`src/sv/assert_macros.svh`:
```
// Assertion macros shared by the RTL of the escape-time block.
// Each macro expects signals clk and rst_n in the scope where it is used.
`ifndef ASSERT_MACROS_SVH
`define ASSERT_MACROS_SVH

// Check a property on every rising clock edge outside reset.
`define ASSERT_CLK(label, prop, msg) \
    label: assert property (@(posedge clk) disable iff (!rst_n) (prop)) else $error(msg);

// Check that a condition is followed by another one in the next cycle.
`define ASSERT_NEXT(label, pre, post, msg) \
    label: assert property (@(posedge clk) disable iff (!rst_n) (pre) |=> (post)) \
        else $error(msg);

`endif

```
`src/sv/mbe_pkg.sv`:
```
// Package of the Mandelbrot escape-time block: widths, codes and the
// command/status structs between controller and datapath. No dependencies.
`timescale 1ns / 1ps

package mbe_pkg;

    localparam int COORD_W = 32;
    localparam int COUNT_W = 32;
    // cycle-detection span counts up to 2^32, so one bit more than the count
    localparam int SPAN_W = COUNT_W + 1;
    localparam logic [COUNT_W-1:0] LIMIT_RESET = 32'd1024;

    // product that the shared multiplier works on
    typedef enum logic [2:0] {
        OP_YY  = 3'd0,  // c_imag squared
        OP_XX  = 3'd1,  // (c_real - 1/4) squared
        OP_T   = 3'd2,  // q * (q + x), cardioid test
        OP_UU  = 3'd3,  // (c_real + 1) squared, bulb test
        OP_ZRI = 3'd4,  // 2 * zr * zi
        OP_SR  = 3'd5,  // zr squared
        OP_SI  = 3'd6   // zi squared
    } op_t;

    typedef struct packed {
        logic load;      // take a new point, clear z and counters
        logic mul_lo;    // multiplier: low half of operand b
        logic mul_hi;    // multiplier: high half of operand b
        logic cap;       // capture the finished product for op
        logic out_load;  // move the result into the output register
        op_t  op;
    } cmd_t;

    typedef struct packed {
        logic known;     // point lies in cardioid or bulb (valid on OP_UU capture)
        logic escape;    // |z|^2 > 4 (valid on OP_SI capture)
        logic loop_hit;  // z repeats the marked value
        logic at_limit;  // iteration count reached the iteration limit
    } status_t;

endpackage

```
`src/sv/mbe_stream_if.sv`:
```
// Valid/ready channel interfaces for points and results.
// Depends on mbe_pkg for the payload widths.
`timescale 1ns / 1ps

interface mbe_point_if;
    import mbe_pkg::*;

    logic                      valid;
    logic                      ready;
    logic signed [COORD_W-1:0] c_real;
    logic signed [COORD_W-1:0] c_imag;

    modport source (output valid, output c_real, output c_imag, input ready);
    modport sink   (input valid, input c_real, input c_imag, output ready);
endinterface

interface mbe_result_if;
    import mbe_pkg::*;

    logic               valid;
    logic               ready;
    logic [COUNT_W-1:0] iteration_count;
    logic               in_set;

    modport source (output valid, output iteration_count, output in_set, input ready);
    modport sink   (input valid, input iteration_count, input in_set, output ready);
endinterface

```
`src/sv/mbe_mul.sv`:
```
// Shared signed multiplier, each product in steps: low half of b, then high half.
// Standalone; used by mbe_datapath.
`timescale 1ns / 1ps

module mbe_mul #(
    parameter int Z_W = 36
) (
    input  logic                    clk,
    input  logic                    lo_step,
    input  logic                    hi_step,
    input  logic signed [Z_W-1:0]   a,
    input  logic signed [Z_W-1:0]   b,
    output logic signed [2*Z_W-1:0] prod
);

    localparam int HB    = Z_W / 2;
    localparam int P_W   = Z_W + HB + 1;
    localparam int ACC_W = 2 * Z_W;

    logic signed [HB:0]      b_part;
    logic signed [P_W-1:0]   part_prod;
    logic signed [ACC_W-1:0] acc_reg;
    logic signed [ACC_W-1:0] acc_next;

    // select the half of b for this step; the low half is unsigned
    always_comb
    begin
        if (lo_step)
        begin
            b_part = $signed({1'b0, b[HB-1:0]});
        end
        else
        begin
            b_part = (HB+1)'($signed(b[Z_W-1:HB]));
        end
    end

    assign part_prod = P_W'(a) * P_W'(b_part);

    // start with the low partial product, add the high one shifted
    always_comb
    begin
        if (lo_step)
        begin
            acc_next = ACC_W'(part_prod);
        end
        else
        begin
            acc_next = acc_reg + (ACC_W'(part_prod) <<< HB);
        end
    end

    always_ff @(posedge clk)
    begin
        if (lo_step || hi_step)
        begin
            acc_reg <= acc_next;
        end
    end

    assign prod = acc_reg;

endmodule

```
`src/sv/mbe_ctrl.sv`:
```
// Controller of the escape-time block: sequences multiplier steps and captures,
// owns the request handshakes. Depends on mbe_pkg.
`timescale 1ns / 1ps

module mbe_ctrl (
    input  logic             clk,
    input  logic             rst_n,
    input  logic             in_valid,
    output logic             in_ready,
    output logic             out_valid,
    input  logic             out_ready,
    input  mbe_pkg::status_t status,
    output mbe_pkg::cmd_t    cmd
);
    import mbe_pkg::*;

    typedef enum logic [4:0] {
        ST_IDLE = 5'b00001,
        ST_MLO  = 5'b00010,
        ST_MHI  = 5'b00100,
        ST_CAP  = 5'b01000,
        ST_DONE = 5'b10000
    } state_t;

    state_t state_reg;
    state_t state_next;
    op_t    op_reg;
    op_t    op_next;
    logic   out_valid_reg;
    logic   out_valid_next;
    logic   out_free;

    assign in_ready  = (state_reg == ST_IDLE);
    assign out_valid = out_valid_reg;
    assign out_free  = !out_valid_reg || out_ready;

    // next state, next op and commands
    always_comb
    begin
        state_next     = state_reg;
        op_next        = op_reg;
        out_valid_next = out_valid_reg;
        cmd            = '0;
        cmd.op         = op_reg;

        // drop the result once taken
        if (out_valid_reg && out_ready)
        begin
            out_valid_next = 1'b0;
        end

        unique case (state_reg)
            ST_IDLE:
            begin
                if (in_valid)
                begin
                    cmd.load   = 1'b1;
                    op_next    = OP_YY;
                    state_next = ST_MLO;
                end
            end
            ST_MLO:
            begin
                cmd.mul_lo = 1'b1;
                state_next = ST_MHI;
            end
            ST_MHI:
            begin
                cmd.mul_hi = 1'b1;
                state_next = ST_CAP;
            end
            ST_CAP:
            begin
                cmd.cap    = 1'b1;
                state_next = ST_MLO;
                unique case (op_reg)
                    OP_YY: op_next = OP_XX;
                    OP_XX: op_next = OP_T;
                    OP_T:  op_next = OP_UU;
                    OP_UU:
                    begin
                        if (status.known || status.at_limit)
                        begin
                            state_next = ST_DONE;
                        end
                        else
                        begin
                            op_next = OP_ZRI;
                        end
                    end
                    OP_ZRI: op_next = OP_SR;
                    OP_SR:  op_next = OP_SI;
                    OP_SI:
                    begin
                        if (status.escape || status.loop_hit || status.at_limit)
                        begin
                            state_next = ST_DONE;
                        end
                        else
                        begin
                            op_next = OP_ZRI;
                        end
                    end
                    default: state_next = ST_DONE;
                endcase
            end
            ST_DONE:
            begin
                // hold until the output register is free
                if (out_free)
                begin
                    cmd.out_load   = 1'b1;
                    out_valid_next = 1'b1;
                    state_next     = ST_IDLE;
                end
            end
            default: state_next = ST_IDLE;
        endcase
    end

    always_ff @(posedge clk or negedge rst_n)
    begin
        if (!rst_n)
        begin
            state_reg     <= ST_IDLE;
            op_reg        <= OP_YY;
            out_valid_reg <= 1'b0;
        end
        else
        begin
            state_reg     <= state_next;
            op_reg        <= op_next;
            out_valid_reg <= out_valid_next;
        end
    end

endmodule

```
`src/sv/mbe_datapath.sv`:
```
// Datapath of the escape-time block: point and z registers, region tests,
// escape and cycle detection, limit register, result register.
// Depends on mbe_pkg and mbe_mul.
`timescale 1ns / 1ps

module mbe_datapath #(
    parameter int COORD_FRAC_BITS = 28
) (
    input  logic                               clk,
    input  logic                               rst_n,
    input  logic                               cfg_wr_en,
    input  logic [mbe_pkg::COUNT_W-1:0]        cfg_wr_data,
    input  mbe_pkg::cmd_t                      cmd,
    output mbe_pkg::status_t                   status,
    input  logic signed [mbe_pkg::COORD_W-1:0] c_real,
    input  logic signed [mbe_pkg::COORD_W-1:0] c_imag,
    output logic [mbe_pkg::COUNT_W-1:0]        iteration_count,
    output logic                               in_set
);
    import mbe_pkg::*;

    localparam int FRAC  = COORD_FRAC_BITS;
    localparam int C_INT = COORD_W - FRAC;
    // integer bits of z: enough for |z| <= 5 + |c|
    localparam int ZI    = (C_INT > 6) ? C_INT + 2 : 8;
    localparam int Z_W   = FRAC + ZI;
    localparam int ACC_W = 2 * Z_W;
    // squares kept after a non-escaping step are at most 4.0
    localparam int S_W   = FRAC + 3;
    localparam int SUM_W = S_W + 1;

    localparam logic signed [Z_W-1:0]   FX_ONE       = Z_W'(1) << FRAC;
    localparam logic signed [Z_W-1:0]   FX_QUARTER   = Z_W'(1) << (FRAC - 2);
    localparam logic signed [Z_W-1:0]   FX_SIXTEENTH = Z_W'(1) << (FRAC - 4);
    localparam logic signed [ACC_W-1:0] FX_FOUR_ACC  = ACC_W'(4) << FRAC;
    localparam logic [SUM_W-1:0]        FX_FOUR_SUM  = SUM_W'(4) << FRAC;

    logic signed [Z_W-1:0]   cr_reg, ci_reg;
    logic signed [Z_W-1:0]   zr_reg, zi_reg;
    logic signed [Z_W-1:0]   yy_reg, q_reg;
    logic signed [Z_W-1:0]   mark_r_reg, mark_i_reg;
    logic                    card_reg;
    logic [S_W-1:0]          sr_reg, si_reg;
    logic                    sr_big_reg;
    logic                    esc_reg;
    logic [COUNT_W-1:0]      n_reg;
    logic [COUNT_W-1:0]      limit_reg;
    logic [SPAN_W-1:0]       span_reg, run_reg;
    logic [COUNT_W-1:0]      count_out_reg;
    logic                    in_set_out_reg;

    logic signed [Z_W-1:0]   x, u;
    logic                    x_ok, u_ok, ci_ok;
    logic signed [Z_W-1:0]   mul_a, mul_b;
    logic signed [ACC_W-1:0] prod, prod_f, prod_h;
    logic signed [Z_W-1:0]   prod_lo;
    logic [S_W-1:0]          sq_new;
    logic                    si_big;
    logic [SUM_W-1:0]        sq_sum;
    logic                    bulb_in;
    logic [SPAN_W-1:0]       run_inc;

    // shifted point for the cardioid and bulb tests
    assign x     = cr_reg - FX_QUARTER;
    assign u     = cr_reg + FX_ONE;
    assign x_ok  = (x <= FX_ONE) && (x >= -FX_ONE);
    assign u_ok  = (u <= FX_ONE) && (u >= -FX_ONE);
    assign ci_ok = (ci_reg <= FX_ONE) && (ci_reg >= -FX_ONE);

    // operand select for the shared multiplier
    always_comb
    begin
        unique case (cmd.op)
            OP_YY:
            begin
                mul_a = ci_reg;
                mul_b = ci_reg;
            end
            OP_XX:
            begin
                mul_a = x;
                mul_b = x;
            end
            OP_T:
            begin
                mul_a = q_reg;
                mul_b = q_reg + x;
            end
            OP_UU:
            begin
                mul_a = u;
                mul_b = u;
            end
            OP_SR:
            begin
                mul_a = zr_reg;
                mul_b = zr_reg;
            end
            OP_SI:
            begin
                mul_a = zi_reg;
                mul_b = zi_reg;
            end
            default:
            begin
                mul_a = zr_reg;
                mul_b = zi_reg;
            end
        endcase
    end

    mbe_mul #(
        .Z_W(Z_W)
    ) u_mul (
        .clk     (clk),
        .lo_step (cmd.mul_lo),
        .hi_step (cmd.mul_hi),
        .a       (mul_a),
        .b       (mul_b),
        .prod    (prod)
    );

    // floor of the product: arithmetic shift right
    assign prod_f  = prod >>> FRAC;
    assign prod_h  = prod >>> (FRAC - 1);
    assign prod_lo = $signed(prod_f[Z_W-1:0]);
    assign sq_new  = prod_f[S_W-1:0];

    // escape test on the fresh squares
    assign si_big  = prod_f > FX_FOUR_ACC;
    assign sq_sum  = {1'b0, sr_reg} + {1'b0, sq_new};
    assign bulb_in = (prod_lo + yy_reg) <= FX_SIXTEENTH;
    assign run_inc = run_reg + SPAN_W'(1);

    assign status.known    = ci_ok && ((x_ok && card_reg) || (u_ok && bulb_in));
    assign status.escape   = sr_big_reg || si_big || (sq_sum > FX_FOUR_SUM);
    assign status.loop_hit = (zr_reg == mark_r_reg) && (zi_reg == mark_i_reg);
    assign status.at_limit = (n_reg == limit_reg);

    // iteration limit register
    always_ff @(posedge clk or negedge rst_n)
    begin
        if (!rst_n)
        begin
            limit_reg <= LIMIT_RESET;
        end
        else if (cfg_wr_en)
        begin
            limit_reg <= cfg_wr_data;
        end
    end

    // point, z, squares and cycle-detection registers
    always_ff @(posedge clk)
    begin
        if (cmd.load)
        begin
            cr_reg     <= Z_W'(c_real);
            ci_reg     <= Z_W'(c_imag);
            zr_reg     <= '0;
            zi_reg     <= '0;
            sr_reg     <= '0;
            si_reg     <= '0;
            sr_big_reg <= 1'b0;
            esc_reg    <= 1'b0;
            n_reg      <= '0;
            mark_r_reg <= '0;
            mark_i_reg <= '0;
            span_reg   <= SPAN_W'(1);
            run_reg    <= '0;
        end
        else if (cmd.cap)
        begin
            unique case (cmd.op)
                OP_YY: yy_reg <= prod_lo;
                OP_XX: q_reg <= prod_lo + yy_reg;
                OP_T:  card_reg <= (prod_lo <= (yy_reg >>> 2));
                OP_UU: ;
                OP_ZRI:
                begin
                    zr_reg <= $signed({{(Z_W-S_W){1'b0}}, sr_reg})
                            - $signed({{(Z_W-S_W){1'b0}}, si_reg}) + cr_reg;
                    zi_reg <= $signed(prod_h[Z_W-1:0]) + ci_reg;
                    n_reg  <= n_reg + COUNT_W'(1);
                end
                OP_SR:
                begin
                    sr_reg     <= sq_new;
                    sr_big_reg <= prod_f > FX_FOUR_ACC;
                end
                OP_SI:
                begin
                    si_reg <= sq_new;
                    if (status.escape)
                    begin
                        esc_reg <= 1'b1;
                    end
                    else if (!status.loop_hit)
                    begin
                        // advance the cycle detector, move the mark at span end
                        if (run_inc == span_reg)
                        begin
                            mark_r_reg <= zr_reg;
                            mark_i_reg <= zi_reg;
                            span_reg   <= span_reg << 1;
                            run_reg    <= '0;
                        end
                        else
                        begin
                            run_reg <= run_inc;
                        end
                    end
                end
                default: ;
            endcase
        end
    end

    // result register
    always_ff @(posedge clk)
    begin
        if (cmd.out_load)
        begin
            count_out_reg  <= esc_reg ? n_reg : limit_reg;
            in_set_out_reg <= !esc_reg;
        end
    end

    assign iteration_count = count_out_reg;
    assign in_set          = in_set_out_reg;

endmodule

```
`src/sv/mandelbrot_escape_time.sv`:
```
// Top level of the Mandelbrot escape-time block: controller, datapath, assertions.
// Depends on mbe_pkg, mbe_stream_if, mbe_ctrl, mbe_datapath, assert_macros.svh.
//
//   channel  | dir | payload                         | handshake
//   ---------+-----+---------------------------------+------------
//   point    | in  | c_real, c_imag (signed Q4.28)   | valid/ready
//   result   | out | iteration_count, in_set         | valid/ready
//   cfg      | in  | cfg_wr_data (iteration limit)   | cfg_wr_en
//
// One shared multiplier serves all products, each in steps: low half, high half,
// capture. A point in the cardioid or bulb needs the four region-test products;
// a point that runs n iterations needs three more products per iteration.
// Reset clears the controller and sets the iteration limit to 1024.
// A new point is taken while a finished result waits; a stalled result holds
// the block in its done state until the output register frees.
`timescale 1ns / 1ps
`include "assert_macros.svh"

module mandelbrot_escape_time #(
    parameter int COORD_FRAC_BITS = 28
) (
    input  logic                        clk,
    input  logic                        rst_n,
    input  logic                        cfg_wr_en,
    input  logic [mbe_pkg::COUNT_W-1:0] cfg_wr_data,
    mbe_point_if.sink                   point,
    mbe_result_if.source                result
);
    import mbe_pkg::*;

    cmd_t    cmd;
    status_t status;

    mbe_ctrl u_ctrl (
        .clk       (clk),
        .rst_n     (rst_n),
        .in_valid  (point.valid),
        .in_ready  (point.ready),
        .out_valid (result.valid),
        .out_ready (result.ready),
        .status    (status),
        .cmd       (cmd)
    );

    mbe_datapath #(
        .COORD_FRAC_BITS(COORD_FRAC_BITS)
    ) u_datapath (
        .clk             (clk),
        .rst_n           (rst_n),
        .cfg_wr_en       (cfg_wr_en),
        .cfg_wr_data     (cfg_wr_data),
        .cmd             (cmd),
        .status          (status),
        .c_real          (point.c_real),
        .c_imag          (point.c_imag),
        .iteration_count (result.iteration_count),
        .in_set          (result.in_set)
    );

    // multiplier steps run low, high, capture
    `ASSERT_NEXT(a_mul_lo_hi, cmd.mul_lo, cmd.mul_hi, "low multiplier step without high step")
    `ASSERT_NEXT(a_mul_hi_cap, cmd.mul_hi, cmd.cap, "high multiplier step without capture")
    // never overwrite a result that waits
    `ASSERT_CLK(a_out_free, cmd.out_load |-> (!result.valid || result.ready), "result overwritten")
    // no multiplier step, capture or output load while a request can be taken
    `ASSERT_CLK(a_idle_quiet, point.ready |-> !(cmd.mul_lo || cmd.mul_hi || cmd.cap || cmd.out_load), "datapath busy while ready")

endmodule
```
`src/flat_wrapper.sv`:
```
// flat-port wrapper written by rule: the top's interface ports become plain ports
module mandelbrot_escape_time_flat import mbe_pkg::*;
#(
    parameter int COORD_FRAC_BITS = 28
)
  (clk, rst_n, cfg_wr_en, cfg_wr_data, point_valid, point_c_real, point_c_imag, point_ready, result_valid, result_iteration_count, result_in_set, result_ready);
  mbe_point_if point_i ();
  mbe_result_if result_i ();
  input  logic clk;
  input  logic rst_n;
  input  logic cfg_wr_en;
  input  logic [mbe_pkg::COUNT_W-1:0] cfg_wr_data;
  input wire logic [$bits(point_i.valid)-1:0] point_valid;
  input wire logic [$bits(point_i.c_real)-1:0] point_c_real;
  input wire logic [$bits(point_i.c_imag)-1:0] point_c_imag;
  output wire logic [$bits(point_i.ready)-1:0] point_ready;
  output wire logic [$bits(result_i.valid)-1:0] result_valid;
  output wire logic [$bits(result_i.iteration_count)-1:0] result_iteration_count;
  output wire logic [$bits(result_i.in_set)-1:0] result_in_set;
  input wire logic [$bits(result_i.ready)-1:0] result_ready;
  assign point_i.valid = point_valid;
  assign point_i.c_real = point_c_real;
  assign point_i.c_imag = point_c_imag;
  assign point_ready = point_i.ready;
  assign result_valid = result_i.valid;
  assign result_iteration_count = result_i.iteration_count;
  assign result_in_set = result_i.in_set;
  assign result_i.ready = result_ready;
  mandelbrot_escape_time #(.COORD_FRAC_BITS(COORD_FRAC_BITS)) u_core (.clk(clk), .rst_n(rst_n), .cfg_wr_en(cfg_wr_en), .cfg_wr_data(cfg_wr_data), .point(point_i), .result(result_i));
endmodule
```
`config.mk`:
```
export PLATFORM = sky130hd
export DESIGN_NAME = mandelbrot_escape_time_flat
export DESIGN_NICKNAME = d
export VERILOG_FILES = /design/src/sv/mbe_pkg.sv /design/src/sv/mbe_stream_if.sv /design/src/sv/mbe_mul.sv /design/src/sv/mbe_ctrl.sv /design/src/sv/mbe_datapath.sv /design/src/sv/mandelbrot_escape_time.sv /design/src/flat_wrapper.sv
export VERILOG_INCLUDE_DIRS = /design/src /design/src/sv
export SDC_FILE = /design/constraint.sdc
export NUM_CORES = 2
export LEC_CHECK = 0
export CELL_PAD_IN_SITES_DETAIL_PLACEMENT = 1
export CELL_PAD_IN_SITES_GLOBAL_PLACEMENT = 1
export CORE_MARGIN = 8
export CORE_UTILIZATION = 53
export CTS_BUF_LIST = sky130_fd_sc_hd__clkbuf_4 sky130_fd_sc_hd__clkbuf_8
export CTS_CLUSTER_DIAMETER = 120
export CTS_CLUSTER_SIZE = 24
export DETAILED_ROUTE_END_ITERATION = 10
export DONT_BUFFER_PORTS = 1
export PLACE_DENSITY = 0.94
export SLEW_MARGIN = 40
export SYNTH_ARGS = -nofsm -noshare
export SYNTH_HDL_FRONTEND = slang
export SYNTH_HIERARCHICAL = 1
export SYNTH_SLANG_ARGS = --single-unit
```
`constraint.sdc`:
```
create_clock -name clk -period 15.41 [get_ports clk]
set_clock_uncertainty 0.1 [all_clocks]
set_input_delay 1.541 -clock clk [delete_from_list [all_inputs] [get_ports clk]]
set_output_delay 1.541 -clock clk [all_outputs]
set_load 0.01 [all_outputs]
```
==> flow_summary.ini <==
[placed_design]
dp_hpwl_um = 195000
gp_congestion = 1.03
port_buffers = 0

[sta]
drv_slew = 0
fin_crit_sh_pct = 93.8
slew_headroom_pct = 37.1
fmax_mhz = 69.1
rsz0062_at_grt = no
tns_ps = 0
worst_slew_pin_slew_ps = 934
fin_crit_ps = 14460
whs_ps = 358
hold_viol = 0
setup_viol = 0

[cts]
clk_pin_slew_ps = 170
clock-sinks = 565
cts_resized = 0
cts_made_buffers = 28
cts_max_level = 1
clock_latency_ps = 760
cts_tree = done
cts.path.max_buffers = 3
postCtsSetupRepairBufs = 0
root_buffer = clkbuf_8
postCtsHoldBufs = 0

[drt]
finalWirelength_um = 249000
wl_met3_um = 25200
route.detailed.drc = 0
ant_nets = 0
drtIter0Drc = 6039
met2_length_um = 111000
drt_pre_antenna_iters = 7
routed.top_layer = met4
wire_per_inst_um = 29.7
wl_met1_um = 91400
vias = 55800
vias_per_cell = 6.65

[critical_path]
cpMostUsedCell = fa_1
crit_fanout = 36
end_kind = flip-flop
crit_family = compound AO/OA/AOI/OAI gates
startpoint_type = flip-flop
arrival_ps = 14910
crit_slowest_cell = edfxtp_1
cpPeakStageDelay_ps = 590
worstSetupPathType = flip-flop to flip-flop
critical_path_required_ps = 15860
path_buf_inv = 1

[yosys]
synth_nets = 8209
syn_area_um2 = 62600
avgSynthCellArea_um2 = 8.95
ys_warn_count = 6
syn_inst = 6995

[flow_run]
timing.max_cap.violations = 0

[floorplanning]
coreArea_um2 = 118000
io_pins = 136
rows = 126
die_x_um = 360
initial_core_util_pct = 53.2
floorplan.die_area_um2 = 129000
die_height_um = 360

[layout]
nets = 8030
areaGrowthSynthToFinish_pct = 3.86
largest_reg_flops = 54
drive_gt1_share_pct = 5.47

[global_route]
antenna_found_initial = 15
grt_first_pass_wirelength_um = 375000
groute.usage.overall_pct = 37.2
grt_max_degree = 95
grt_pass1_vias = 60800
grt-ovfl-total = 0

[status]
outcome = finished, final reports clean

[worst_hold_path]
hp-class = primary input to async pin
[placed cells by master (no fill, tap or decap), types with 75 or more instances in the layout]
master,instances
nand2_1,857
and2_1,303
fa_1,665
xnor2_1,243
a21o_1,167
dfxtp_1,300
edfxtp_1,224
xor2_1,178
a21oi_1,462
o21ai_0,226
ha_1,448
nor2_1,387
mux2i_1,141
inv_1,745
nand3_1,113
mux2_2,92
buf_4,91
nand4_1,75
[per-layer routing]
| layer | GRT usage (%) | vias up |
|---|---|---|
| met5 | 0 | - |
| met4 | 26.5 | 0 |
| met3 | 8.47 | 1190 |
| met2 | 58.1 | 3339 |
| met1 | 45.4 | 28000 |
| li1 | - | 23300 |
[cell type report]
| type | count | area, µm² |
|---|---|---|
| clock inverter | 2 | 46.3 |
| tap | 1536 | 1920 |
| multi-input combinational | 5363 | 44900 |
| clock buffer | 48 | 542 |
| timing repair buffer | 109 | 938 |
| sequential | 565 | 13800 |
| inverter | 749 | 2820 |
| fill | 13600 | 52600 |
| antenna | 19 | 47.5 |
[per-stage QoR]
step	worst slack (ps)	utilization (%)	cells	instance area [µm²]
2_1_floorplan	3660	-	6995	62600
3_3_place_gp	2040	54.5	8310	64100
3_5_place_dp	1310	54.7	8318	64300
4_1_cts	1230	55.2	8368	64900
5_1_grt	535	55.3	8386	65000
6_report	949	55.3	8391	65000
[worst reg2reg max path, delay by kind of cell (launching register included)]
| family | cells | cell delay (ps) |
|---|---|---|
| xor gates and xnor gates | 1 | 220 |
| buffers and inverters | 1 | 400 |
| and+or+nand+nor | 10 | 2420 |
| adders and majority gates | 10 | 4430 |
| muxes | 1 | 160 |
| AOI/OAI and AO/OA | 20 | 5990 |
| DFF | 1 | 590 |
[path summary, 6_finish.rpt]
| kind | to | cells after the start | slack (ps) | startpoint |
|---|---|---|---|---|
| worst max-delay path | u_core/u_datapath/u_mul/prod[70] | 43 | 950 | u_core/u_datapath/cr_reg[1] |
| worst min-delay path | u_core/u_datapath/limit_reg[28] | 0 | 360 | rst_n |
| max in group asynchronous | u_core/u_datapath/limit_reg[10] | 0 | 14670 | rst_n |
| min in group clk | u_core/u_datapath/si_reg[17] | 2 | 370 | u_core/u_datapath/si_reg[17] |
| worst max register to register | u_core/u_datapath/u_mul/prod[70] | 43 | 950 | u_core/u_datapath/cr_reg[1] |
| worst min register to register | u_core/u_datapath/si_reg[17] | 2 | 370 | u_core/u_datapath/si_reg[17] |
Power is not shown: default switching activity piles up to over one toggle a cycle in this logic, so the estimate is an artifact.
